## config.mk

```make
export PLATFORM = sky130hd
export DESIGN_NAME = lru_key_value_cache
export DESIGN_NICKNAME = d
export VERILOG_FILES = /design/src/rtl/lkv_pkg.sv /design/src/rtl/lkv_cell.sv /design/src/rtl/lru_key_value_cache.sv
export SDC_FILE = /design/constraint.sdc
export NUM_CORES = 1
export LEC_CHECK = 0
export ABC_AREA = 1
export BUFFER_PORTS_ARGS = -buffer_cell sky130_fd_sc_hd__clkbuf_2
export CORE_AREA = 3 3 325 327
export DETAILED_ROUTE_END_ITERATION = 16
export DIE_AREA = 0 0 328 330
export HOLD_SLACK_MARGIN = 0.15
export PLACE_DENSITY = 0.35
export SETUP_SLACK_MARGIN = 0.2
export SLEW_MARGIN = 10
export SYNTH_ARGS = -nofsm -noshare
export SYNTH_HDL_FRONTEND = slang
export SYNTH_SLANG_ARGS = --single-unit
```

## constraint.sdc

```tcl
create_clock -name clk -period 8.4 [get_ports clk]
set_input_delay 0.42 -clock clk [delete_from_list [all_inputs] [get_ports clk]]
set_output_delay 0.42 -clock clk [all_outputs]
set_load 0.01 [all_outputs]
```

## src/rtl/lkv_pkg.sv

```systemverilog
// Shared types and constants for the LRU key/value cache.
package lkv_pkg;

  localparam int FIELD_W     = 32;
  localparam int DEF_WAYS    = 8;
  localparam int DEF_KEY_W   = 32;
  localparam int DEF_VALUE_W = 32;

  typedef enum logic [1:0] {
    OP_LOOKUP = 2'd0,
    OP_INSERT = 2'd1,
    OP_FLUSH  = 2'd2
  } opcode_t;

  typedef struct packed {
    logic shift_all;
    logic shift_on_hit;
    logic clear;
  } cell_ctrl_t;

endpackage

```

## src/rtl/lkv_cell.sv

```systemverilog
// One entry of the recency chain: holds a word and hands it to the next entry on a shift.
module lkv_cell import lkv_pkg::*; #(
  parameter int KEY_WIDTH   = DEF_KEY_W,
  parameter int VALUE_WIDTH = DEF_VALUE_W
) (
  input  logic                   clk,
  input  logic                   rst,
  input  cell_ctrl_t             ctrl,
  input  logic [KEY_WIDTH-1:0]   cmp_key,
  input  logic                   seen_in,
  output logic                   seen_out,
  output logic                   match,
  input  logic                   prev_valid,
  input  logic [KEY_WIDTH-1:0]   prev_key,
  input  logic [VALUE_WIDTH-1:0] prev_value,
  output logic                   valid,
  output logic [KEY_WIDTH-1:0]   key,
  output logic [VALUE_WIDTH-1:0] value
);

  logic equal;
  logic shift;

  assign equal    = valid && (key == cmp_key);
  assign match    = equal && !seen_in;
  assign seen_out = seen_in || equal;
  assign shift    = ctrl.shift_all || (ctrl.shift_on_hit && !seen_in);

  always_ff @(posedge clk) begin
    if (rst) begin
      valid <= 1'b0;
    end else if (ctrl.clear) begin
      valid <= 1'b0;
    end else if (shift) begin
      valid <= prev_valid;
    end
  end

  always_ff @(posedge clk) begin
    if (!ctrl.clear && shift) begin
      key   <= prev_key;
      value <= prev_value;
    end
  end

endmodule

```

## src/rtl/lru_key_value_cache.sv

```systemverilog
// Top level: fully associative key/value cache with true LRU order kept by a chain of entries.
//
//   channel | handshake            | payload
//   input   | in_valid / in_ready   | opcode, lookup_key, new_value
//   output  | out_valid / out_ready | hit, read_value, evicted
//
// One word per cycle while the output is not stalled: all entries compare in parallel and the
// chain shifts in the same cycle. The result is registered when the word is taken.
// A new word is taken whenever the output register is empty or being drained.
// Reset empties the chain; entry data is left as it was.
module lru_key_value_cache import lkv_pkg::*; #(
  parameter int WAYS        = DEF_WAYS,
  parameter int KEY_WIDTH   = DEF_KEY_W,
  parameter int VALUE_WIDTH = DEF_VALUE_W
) (
  input  logic               clk,
  input  logic               rst,
  input  logic               in_valid,
  output logic               in_ready,
  input  logic [1:0]         opcode,
  input  logic [FIELD_W-1:0] lookup_key,
  input  logic [FIELD_W-1:0] new_value,
  output logic               out_valid,
  input  logic               out_ready,
  output logic               hit,
  output logic [FIELD_W-1:0] read_value,
  output logic               evicted
);

  logic                   accept;
  opcode_t                op;
  cell_ctrl_t             ctrl;
  logic [KEY_WIDTH-1:0]   key_in;
  logic [VALUE_WIDTH-1:0] value_in;
  logic [VALUE_WIDTH-1:0] hit_value;
  logic [VALUE_WIDTH-1:0] front_value;
  logic [FIELD_W-1:0]     hit_value_out;
  logic                   hit_any;
  logic                   is_lookup;
  logic                   is_insert;
  logic                   is_flush;

  logic [WAYS:0]          seen;
  logic [WAYS-1:0]        cell_match;
  logic [WAYS-1:0]        cell_valid;
  logic [KEY_WIDTH-1:0]   cell_key   [WAYS];
  logic [VALUE_WIDTH-1:0] cell_value [WAYS];

  generate
    if (KEY_WIDTH <= FIELD_W) begin : g_key_trunc
      assign key_in = lookup_key[KEY_WIDTH-1:0];
    end else begin : g_key_ext
      assign key_in = {{(KEY_WIDTH-FIELD_W){1'b0}}, lookup_key};
    end
    if (VALUE_WIDTH <= FIELD_W) begin : g_val_trunc
      assign value_in      = new_value[VALUE_WIDTH-1:0];
      assign hit_value_out = FIELD_W'(hit_value);
    end else begin : g_val_ext
      assign value_in      = {{(VALUE_WIDTH-FIELD_W){1'b0}}, new_value};
      assign hit_value_out = hit_value[FIELD_W-1:0];
    end
  endgenerate

  assign in_ready = !out_valid || out_ready;
  assign accept   = in_valid && in_ready;
  assign op       = opcode_t'(opcode);

  always_comb begin
    is_lookup = 1'b0;
    is_insert = 1'b0;
    is_flush  = 1'b0;
    unique case (op)
      OP_LOOKUP: is_lookup = 1'b1;
      OP_INSERT: is_insert = 1'b1;
      OP_FLUSH:  is_flush  = 1'b1;
      default: ;
    endcase
  end

  assign hit_any           = seen[WAYS];
  assign ctrl.shift_all    = accept && is_insert;
  assign ctrl.shift_on_hit = accept && is_lookup && hit_any;
  assign ctrl.clear        = accept && is_flush;
  assign front_value       = is_insert ? value_in : hit_value;
  assign seen[0]           = 1'b0;

  always_comb begin
    hit_value = '0;
    for (int i = 0; i < WAYS; i++) begin
      if (cell_match[i]) begin
        hit_value = hit_value | cell_value[i];
      end
    end
  end

  genvar g;
  generate
    for (g = 0; g < WAYS; g++) begin : g_cell
      logic                   prev_valid;
      logic [KEY_WIDTH-1:0]   prev_key;
      logic [VALUE_WIDTH-1:0] prev_value;

      if (g == 0) begin : g_front
        assign prev_valid = 1'b1;
        assign prev_key   = key_in;
        assign prev_value = front_value;
      end else begin : g_link
        assign prev_valid = cell_valid[g-1];
        assign prev_key   = cell_key[g-1];
        assign prev_value = cell_value[g-1];
      end

      lkv_cell #(
        .KEY_WIDTH  (KEY_WIDTH),
        .VALUE_WIDTH(VALUE_WIDTH)
      ) u_cell (
        .clk       (clk),
        .rst       (rst),
        .ctrl      (ctrl),
        .cmp_key   (key_in),
        .seen_in   (seen[g]),
        .seen_out  (seen[g+1]),
        .match     (cell_match[g]),
        .prev_valid(prev_valid),
        .prev_key  (prev_key),
        .prev_value(prev_value),
        .valid     (cell_valid[g]),
        .key       (cell_key[g]),
        .value     (cell_value[g])
      );
    end
  endgenerate

  always_ff @(posedge clk) begin
    if (rst) begin
      out_valid <= 1'b0;
    end else if (accept) begin
      out_valid <= 1'b1;
    end else if (out_ready) begin
      out_valid <= 1'b0;
    end
  end

  always_ff @(posedge clk) begin
    if (accept) begin
      hit        <= is_lookup && hit_any;
      read_value <= (is_lookup && hit_any) ? hit_value_out : '0;
      evicted    <= is_insert && cell_valid[WAYS-1];
    end
  end

`ifndef SYNTHESIS
  a_hit_not_evicted: assert property (@(posedge clk) disable iff (rst)
    out_valid |-> !(hit && evicted))
    else $error("hit and evicted both set");

  a_valid_prefix: assert property (@(posedge clk) disable iff (rst)
    (cell_valid & (cell_valid + {{(WAYS-1){1'b0}}, 1'b1})) == '0)
    else $error("occupied entries do not form a prefix");

  a_flush_empties: assert property (@(posedge clk) disable iff (rst)
    (accept && opcode == OP_FLUSH) |=> cell_valid == '0)
    else $error("flush left entries occupied");

  a_insert_front: assert property (@(posedge clk) disable iff (rst)
    (accept && opcode == OP_INSERT) |=> cell_valid[0])
    else $error("insert did not fill the front entry");
`endif

endmodule
```

After elaboration in Yosys (flattened, before gate mapping)
Index checks and enable logic that the tools add are counted.

storage, ports and cells
  register bits after elaboration = 555
  logic and storage cells = 124
  input bits = 70
  output and inout bits = 36

cells by class
  equality and inequality tests = 10
  bitwise operators = 7
  multiplexer cells = 14
  reduce and logical (&&, ||, !) cells = 65

operators with widths
  operator              number
  $mux W32              9
  $eq A32 B32 Y1        8
  $or A32 B32 Y32       7
  $logic_and A1 B1 Y1   37
  $logic_or A1 B1 Y1    16
  $logic_not A1 Y1      9
  $mux W1               5
  $eq A2 B1 Y1 const B  1
  $eq A2 B2 Y1 const B  1
  $logic_not A2 Y1      1
  $reduce_bool A2 Y1    1
  $reduce_or A2 Y1      1

Logic depth before layout (Yosys ltp)
  depth in word-level cells = 18
  depth in mapped cells = 19
  gate-level depth less buffers = 17

Modules after synthesis
A second synthesis with hierarchy kept.

unflattened totals
  cells, all modules = 2,414
  area, all modules = 24,463.5 µm²

by module, submodules not included
  module               cells each  seq. area each (µm²)  instances  area an instance (µm²)
  lkv_cell             215         1,941.9               8          2,591.2
  lru_key_value_cache  694         1,041.0               1          3,733.6

Least setup slack after synthesis
OpenSTA, ideal clock, no wires.

  kind = input-to-reg
  start = in out_ready
  end = reg g_cell[1].u_cell.key[0] (enable)
  path buffers = 0
  stages on the path = 6
  slack = 1.414 ns
  data arrival time = 6.403 ns
  path through = inv_1 > nand2_1 > nand2_1 > inv_1 > nand2_1 > a21boi_0

on the way
  longest elaborated chain between the ends = 7
  elaborated cells on any way between the ends = 10
  those cells by class = reduce/logical (10)

ends and longest elaborated chain
  item                               line                       RTL
  start, declared                    lru_key_value_cache.sv:24  input logic out_ready,
  $logic_or A1 B1 Y1 *               lru_key_value_cache.sv:64  assign in_ready = !out_valid || out_ready;
  net in_ready                       lru_key_value_cache.sv:19  output logic in_ready,
  $logic_and A1 B1 Y1 *              lru_key_value_cache.sv:65  assign accept = in_valid && in_ready;
  net accept                         lru_key_value_cache.sv:30  logic accept;
  $logic_and A1 B1 Y1 (2 in series)  lru_key_value_cache.sv:82  assign ctrl.shift_on_hit = accept && is_lookup && hit_any;
  $logic_and A1 B1 Y1                lkv_cell.sv:27             assign shift = ctrl.shift_all || (ctrl.shift_on_hit && !seen_in);
  $logic_or A1 B1 Y1                 lkv_cell.sv:27
  $logic_and A1 B1 Y1 *              lkv_cell.sv:40             if (!ctrl.clear && shift) begin
  end signal, assigned               lkv_cell.sv:41             key <= prev_key;
  end, declared                      lkv_cell.sv:17             output logic [KEY_WIDTH-1:0] key,

Mark *: on every way through the listed nets, which the timed path passes. The rest lies on a longest branch.
A chain may end at the register's enable or synchronous reset.

Worst setup path after layout
  start = reg g_cell[7].u_cell.key[11]
  end = reg g_cell[4].u_cell.value[15] (enable)

on the way
  longest elaborated chain between the ends = 7

ends and longest elaborated chain
  item                    line                       RTL
  start, declared         lkv_cell.sv:17
  start signal, assigned  lkv_cell.sv:41
  $eq A32 B32 Y1          lkv_cell.sv:24             assign equal = valid && (key == cmp_key);
  $logic_and A1 B1 Y1     lkv_cell.sv:24
  $logic_or A1 B1 Y1      lkv_cell.sv:26             assign seen_out = seen_in || equal;
  $logic_and A1 B1 Y1     lru_key_value_cache.sv:82
  $logic_and A1 B1 Y1     lkv_cell.sv:27
  $logic_or A1 B1 Y1      lkv_cell.sv:27
  $logic_and A1 B1 Y1     lkv_cell.sv:40
  end signal, assigned    lkv_cell.sv:42             value <= prev_value;
  end, declared           lkv_cell.sv:18             output logic [VALUE_WIDTH-1:0] value

No other way between the ends.

==> flow_results.xml <==
<?xml version="1.0" encoding="UTF-8"?>
<metrics>
  <group name="status">
    <metric name="status" unit="">finished, final reports clean</metric>
  </group>
  <group name="setup_path">
    <metric name="r2r_setup_slack" unit="ns">3.75</metric>
    <metric name="slowest_delay" unit="ns">0.97</metric>
    <metric name="worstPathMaxFanout" unit="">33</metric>
    <metric name="critical-path-slowest-cell" unit="">o21ai_4</metric>
    <metric name="start_kind" unit="">flip-flop</metric>
    <metric name="worst_ep_arrival_time" unit="ns">4.90</metric>
    <metric name="worstPathCellList" unit="">xnor2_1, nand3_1, nor2_1, nand4_1, nor2_1, nand3_1, nand4_1, nand2_1, o21ai_4, buf_4</metric>
    <metric name="critPathKind" unit="">flip-flop to flip-flop</metric>
    <metric name="worst_setup_path_end_kind" unit="">flip-flop</metric>
    <metric name="worst_ep_required_time" unit="ns">8.65</metric>
  </group>
  <group name="global_routing">
    <metric name="grt_pass1_wl" unit="µm">131000</metric>
    <metric name="pin_count_of_the_biggest_net_entering_global_routing" unit="">67</metric>
    <metric name="number_of_global_route_vias_before_repair" unit="">18500</metric>
    <metric name="globalRouteOverflowTotal" unit="">0</metric>
    <metric name="grt_usage" unit="">0.167</metric>
    <metric name="initial_antenna_violation_count" unit="">0</metric>
  </group>
  <group name="die">
    <metric name="placementRows" unit="">118</metric>
    <metric name="die_w" unit="µm">328</metric>
    <metric name="chipHeight" unit="µm">330</metric>
    <metric name="die_area" unit="µm²">108000</metric>
    <metric name="floorplan.core_area" unit="µm²">103000</metric>
    <metric name="floorplan.initialDensity" unit="">0.249</metric>
    <metric name="io_pins" unit="">106</metric>
  </group>
  <group name="logic_synthesis">
    <metric name="ys_top_cells_by_count" unit="">546 x edfxtp_1, 535 x nand2_1, 410 x nor2_1</metric>
    <metric name="synthesis.area_per_instance" unit="µm²">10.3</metric>
    <metric name="synth_enable_flop_cells" unit="">546</metric>
    <metric name="synth_fp_nets" unit="">2557</metric>
    <metric name="yosysTopAreaCellShare" unit="">0.637</metric>
    <metric name="synth_sequential_area_ratio" unit="">0.644</metric>
    <metric name="synthesis.instances" unit="">2487</metric>
    <metric name="synth.yosys.warnings" unit="">0</metric>
    <metric name="synth_area" unit="µm²">25700</metric>
    <metric name="synth_async_sr_flop_share" unit="">0</metric>
    <metric name="synth.area.top_cells" unit="">edfxtp_1 64%, nand2_1 7.8%, nor2_1 6.0%, nand3_1 4.0%, inv_1 3.4%</metric>
    <metric name="synth-seq-cells" unit="">555</metric>
    <metric name="synth_largest_area_cell" unit="">edfxtp_1</metric>
    <metric name="synth_most_common_cell" unit="">edfxtp_1</metric>
    <metric name="postSynth.topFlopCell" unit="">edfxtp_1</metric>
    <metric name="yosys.cell_types.count" unit="">45</metric>
  </group>
  <group name="power">
    <metric name="pwr-share-clk" unit="">0.456</metric>
    <metric name="power_per_cell_area" unit="nW/µm²">217</metric>
    <metric name="ir_worst_vdd" unit="V">0.000131</metric>
    <metric name="sw_frac_of_total" unit="">0.239</metric>
    <metric name="pwr-share-seq" unit="">0.484</metric>
    <metric name="p_switching" unit="mW">1.57</metric>
    <metric name="design_power_total" unit="mW">6.54</metric>
    <metric name="p_leak" unit="nW">11.6</metric>
    <metric name="combinationalPowerShare" unit="">0.060</metric>
    <metric name="p_int" unit="mW">4.97</metric>
  </group>
  <group name="timing">
    <metric name="final.setup.tns" unit="ns">0</metric>
    <metric name="maxSlewViolCount" unit="">0</metric>
    <metric name="slew-limit-headroom" unit="">0.239</metric>
    <metric name="setup_violations" unit="">0</metric>
    <metric name="tightest_slew" unit="ns">1.14</metric>
    <metric name="worst_clock_skew" unit="ns">0.0191</metric>
    <metric name="fmax" unit="GHz">0.215</metric>
    <metric name="finalWorstPathRequiredPeriod" unit="ns">4.65</metric>
    <metric name="fin_crit_sh" unit="">0.553</metric>
    <metric name="final_hold_viol_count" unit="">0</metric>
    <metric name="unrepaired_setup_endpoints_after_global_routing" unit="">false</metric>
  </group>
  <group name="cells_and_area">
    <metric name="finish.net_count" unit="">2685</metric>
    <metric name="drive_above_1_share" unit="">0.122</metric>
    <metric name="area_growth" unit="%">16.9</metric>
    <metric name="antenna-diode-count" unit="">0</metric>
  </group>
  <group name="clocking">
    <metric name="cts_made_buffers" unit="">70</metric>
    <metric name="post_cts_resize_count" unit="">0</metric>
    <metric name="worst_setup_hold_path_clk_slew" unit="ns">0.06</metric>
    <metric name="cts-root-to-sink-buffers" unit="">3</metric>
    <metric name="h_tree_depth" unit="">3</metric>
    <metric name="tritoncts" unit="">yes</metric>
    <metric name="clock_insertion_delay_worst_skew" unit="ns">0.63</metric>
    <metric name="cts_root_buf" unit="">clkbuf_16</metric>
    <metric name="cts.sink_count" unit="">555</metric>
  </group>
  <group name="detailed_routing">
    <metric name="route.final.wire_length" unit="µm">90800</metric>
    <metric name="routedWlPerCell" unit="µm">22.4</metric>
    <metric name="via_per_inst" unit="">4.51</metric>
    <metric name="final_antenna_net_count" unit="">0</metric>
    <metric name="num_vias" unit="">18200</metric>
    <metric name="drtPass1Iterations" unit="">6</metric>
    <metric name="drt-initial-drc-count" unit="">1430</metric>
    <metric name="detail_route.drc_violations" unit="">0</metric>
  </group>
  <group name="worst_hold_path">
    <metric name="hold_path_class" unit="">input pin to flip-flop</metric>
  </group>
  <group name="place">
    <metric name="finalWeightedCongestion" unit="">0.957</metric>
    <metric name="port_buffers" unit="">105</metric>
    <metric name="dpl.hpwl" unit="µm">64000</metric>
  </group>
  <group name="run">
    <metric name="cap_violations" unit="">0</metric>
  </group>
</metrics>
==> repair_timing <==
item / 4_1_cts / 5_1_grt
hold buffers: 18 / 0
buffers inserted: 0 / 0
endpoints found under the hold margin: 17 / 0
==> cell families (layout without fill, tap and decap cells) <==
logic type | after synthesis | in the layout | synth area share
AND/OR/NAND/NOR | 1413 | 1413 | 0.243
flip-flops | 555 | 555 | 0.644
buffers and inverters | 346 | 528 | 0.0595
XOR/XNOR | 124 | 124 | 0.0422
AO/OA/AOI/OAI | 49 | 49 | 0.0106
==> state kept, by name, summed over array words and instances, names as in the netlist <==
register	count
g_cell.u_cell.valid	8
g_cell.u_cell.value	256
read_value	32
g_cell.u_cell.key	256
hit	1
out_valid	1
evicted	1
==> path summary, 6_finish.rpt <==
| path | from | to | cells after the start |
|---|---|---|---|
| hold / removal | lookup_key[9] | g_cell[0].u_cell.key[9] | 1 |
| setup reg to reg | g_cell[7].u_cell.key[11] | g_cell[4].u_cell.value[15] | 10 |
| hold reg to reg | g_cell[2].u_cell.value[24] | g_cell[3].u_cell.value[24] | 0 |
| setup / recovery | g_cell[7].u_cell.key[11] | g_cell[4].u_cell.value[15] | 10 |
==> through the flow <==
stage	utilization	hold WS, ns	setup WS, ns	area (µm²)	instances
2_1_floorplan	-	0.426	1.41	25700	2487
3_3_place_gp	0.268	0.427	3.48	27700	3905
3_5_place_dp	0.268	0.432	3.41	27700	3905
4_1_cts	0.291	0.150	3.76	30100	4049
5_1_grt	0.291	0.155	3.43	30100	4049
6_report	0.291	0.174	3.75	30100	4049
==> per-layer routing <==
| metal | routed length [µm] | vias to the layer above | part of all wire | track usage |
|---|---|---|---|---|
| li1 | - | 8625 | - | - |
| met1 | 39300 | 8960 | 0.43 | 0.212 |
| met2 | 44500 | 506 | 0.49 | 0.287 |
| met3 | 4000 | 150 | 0.044 | 0.0245 |
| met4 | 3030 | 0 | 0.033 | 0.0598 |
| met5 | 0 | - | 0 | 0 |
==> critical path, delay by kind of cell (launching register included) <==
kind	cells	cell delay, ns
simple gates	7	1.40
compound gates	1	0.97
flops	1	0.44
xor+xnor	1	0.77
buf+inv	1	0.64
==> power groups by stage <==
| stage | combinational, mW | clock, mW | sequential [mW] |
|---|---|---|---|
| global route | 0.427 | 3.19 | 3.17 |
| global placement | 0.392 | 0 | 3.22 |
| CTS | 0.398 | 3.08 | 3.16 |
| detailed placement | 0.389 | 0 | 3.22 |
| floorplan | 0.221 | 0 | 3.21 |
| finish | 0.391 | 2.98 | 3.16 |
==> layout make-up <==
type,instances,area [µm²]
Tap cell,1380,1730
Multi-Input combinational cell,1586,7720
Timing Repair Buffer,146,878
Inverter,256,962
Fill cell,10700,73100
Clock buffer,89,1900
Sequential cell,555,16600
Clock inverter,37,322
==> cell usage in the layout, fill, tap and decap left out, types with 4 or more instances in the layout <==
master           n
nor3_1          31
nor2_4           7
inv_1          230
nor2_1         407
inv_2           22
dlygate4sd3_1   18
o21ai_1          5
and2_1           9
nor3b_1          6
clkinv_1        18
nand3_1        207
buf_4           23
a21oi_1          6
or2_1            6
nor4_1           9
o21ai_0         24
nand4_1        125
dfxtp_1          9
nand2_1        532
clkinv_2        12
inv_6            4
nand2_4          4
clkbuf_2       105
or2_2           47
edfxtp_1       546
clkbuf_16       72
bufinv_16        5
nand3_2          4
xor2_1          31
clkbuf_1        14
xnor2_1         93
Note: power is estimated with default switching activity, not from simulation.
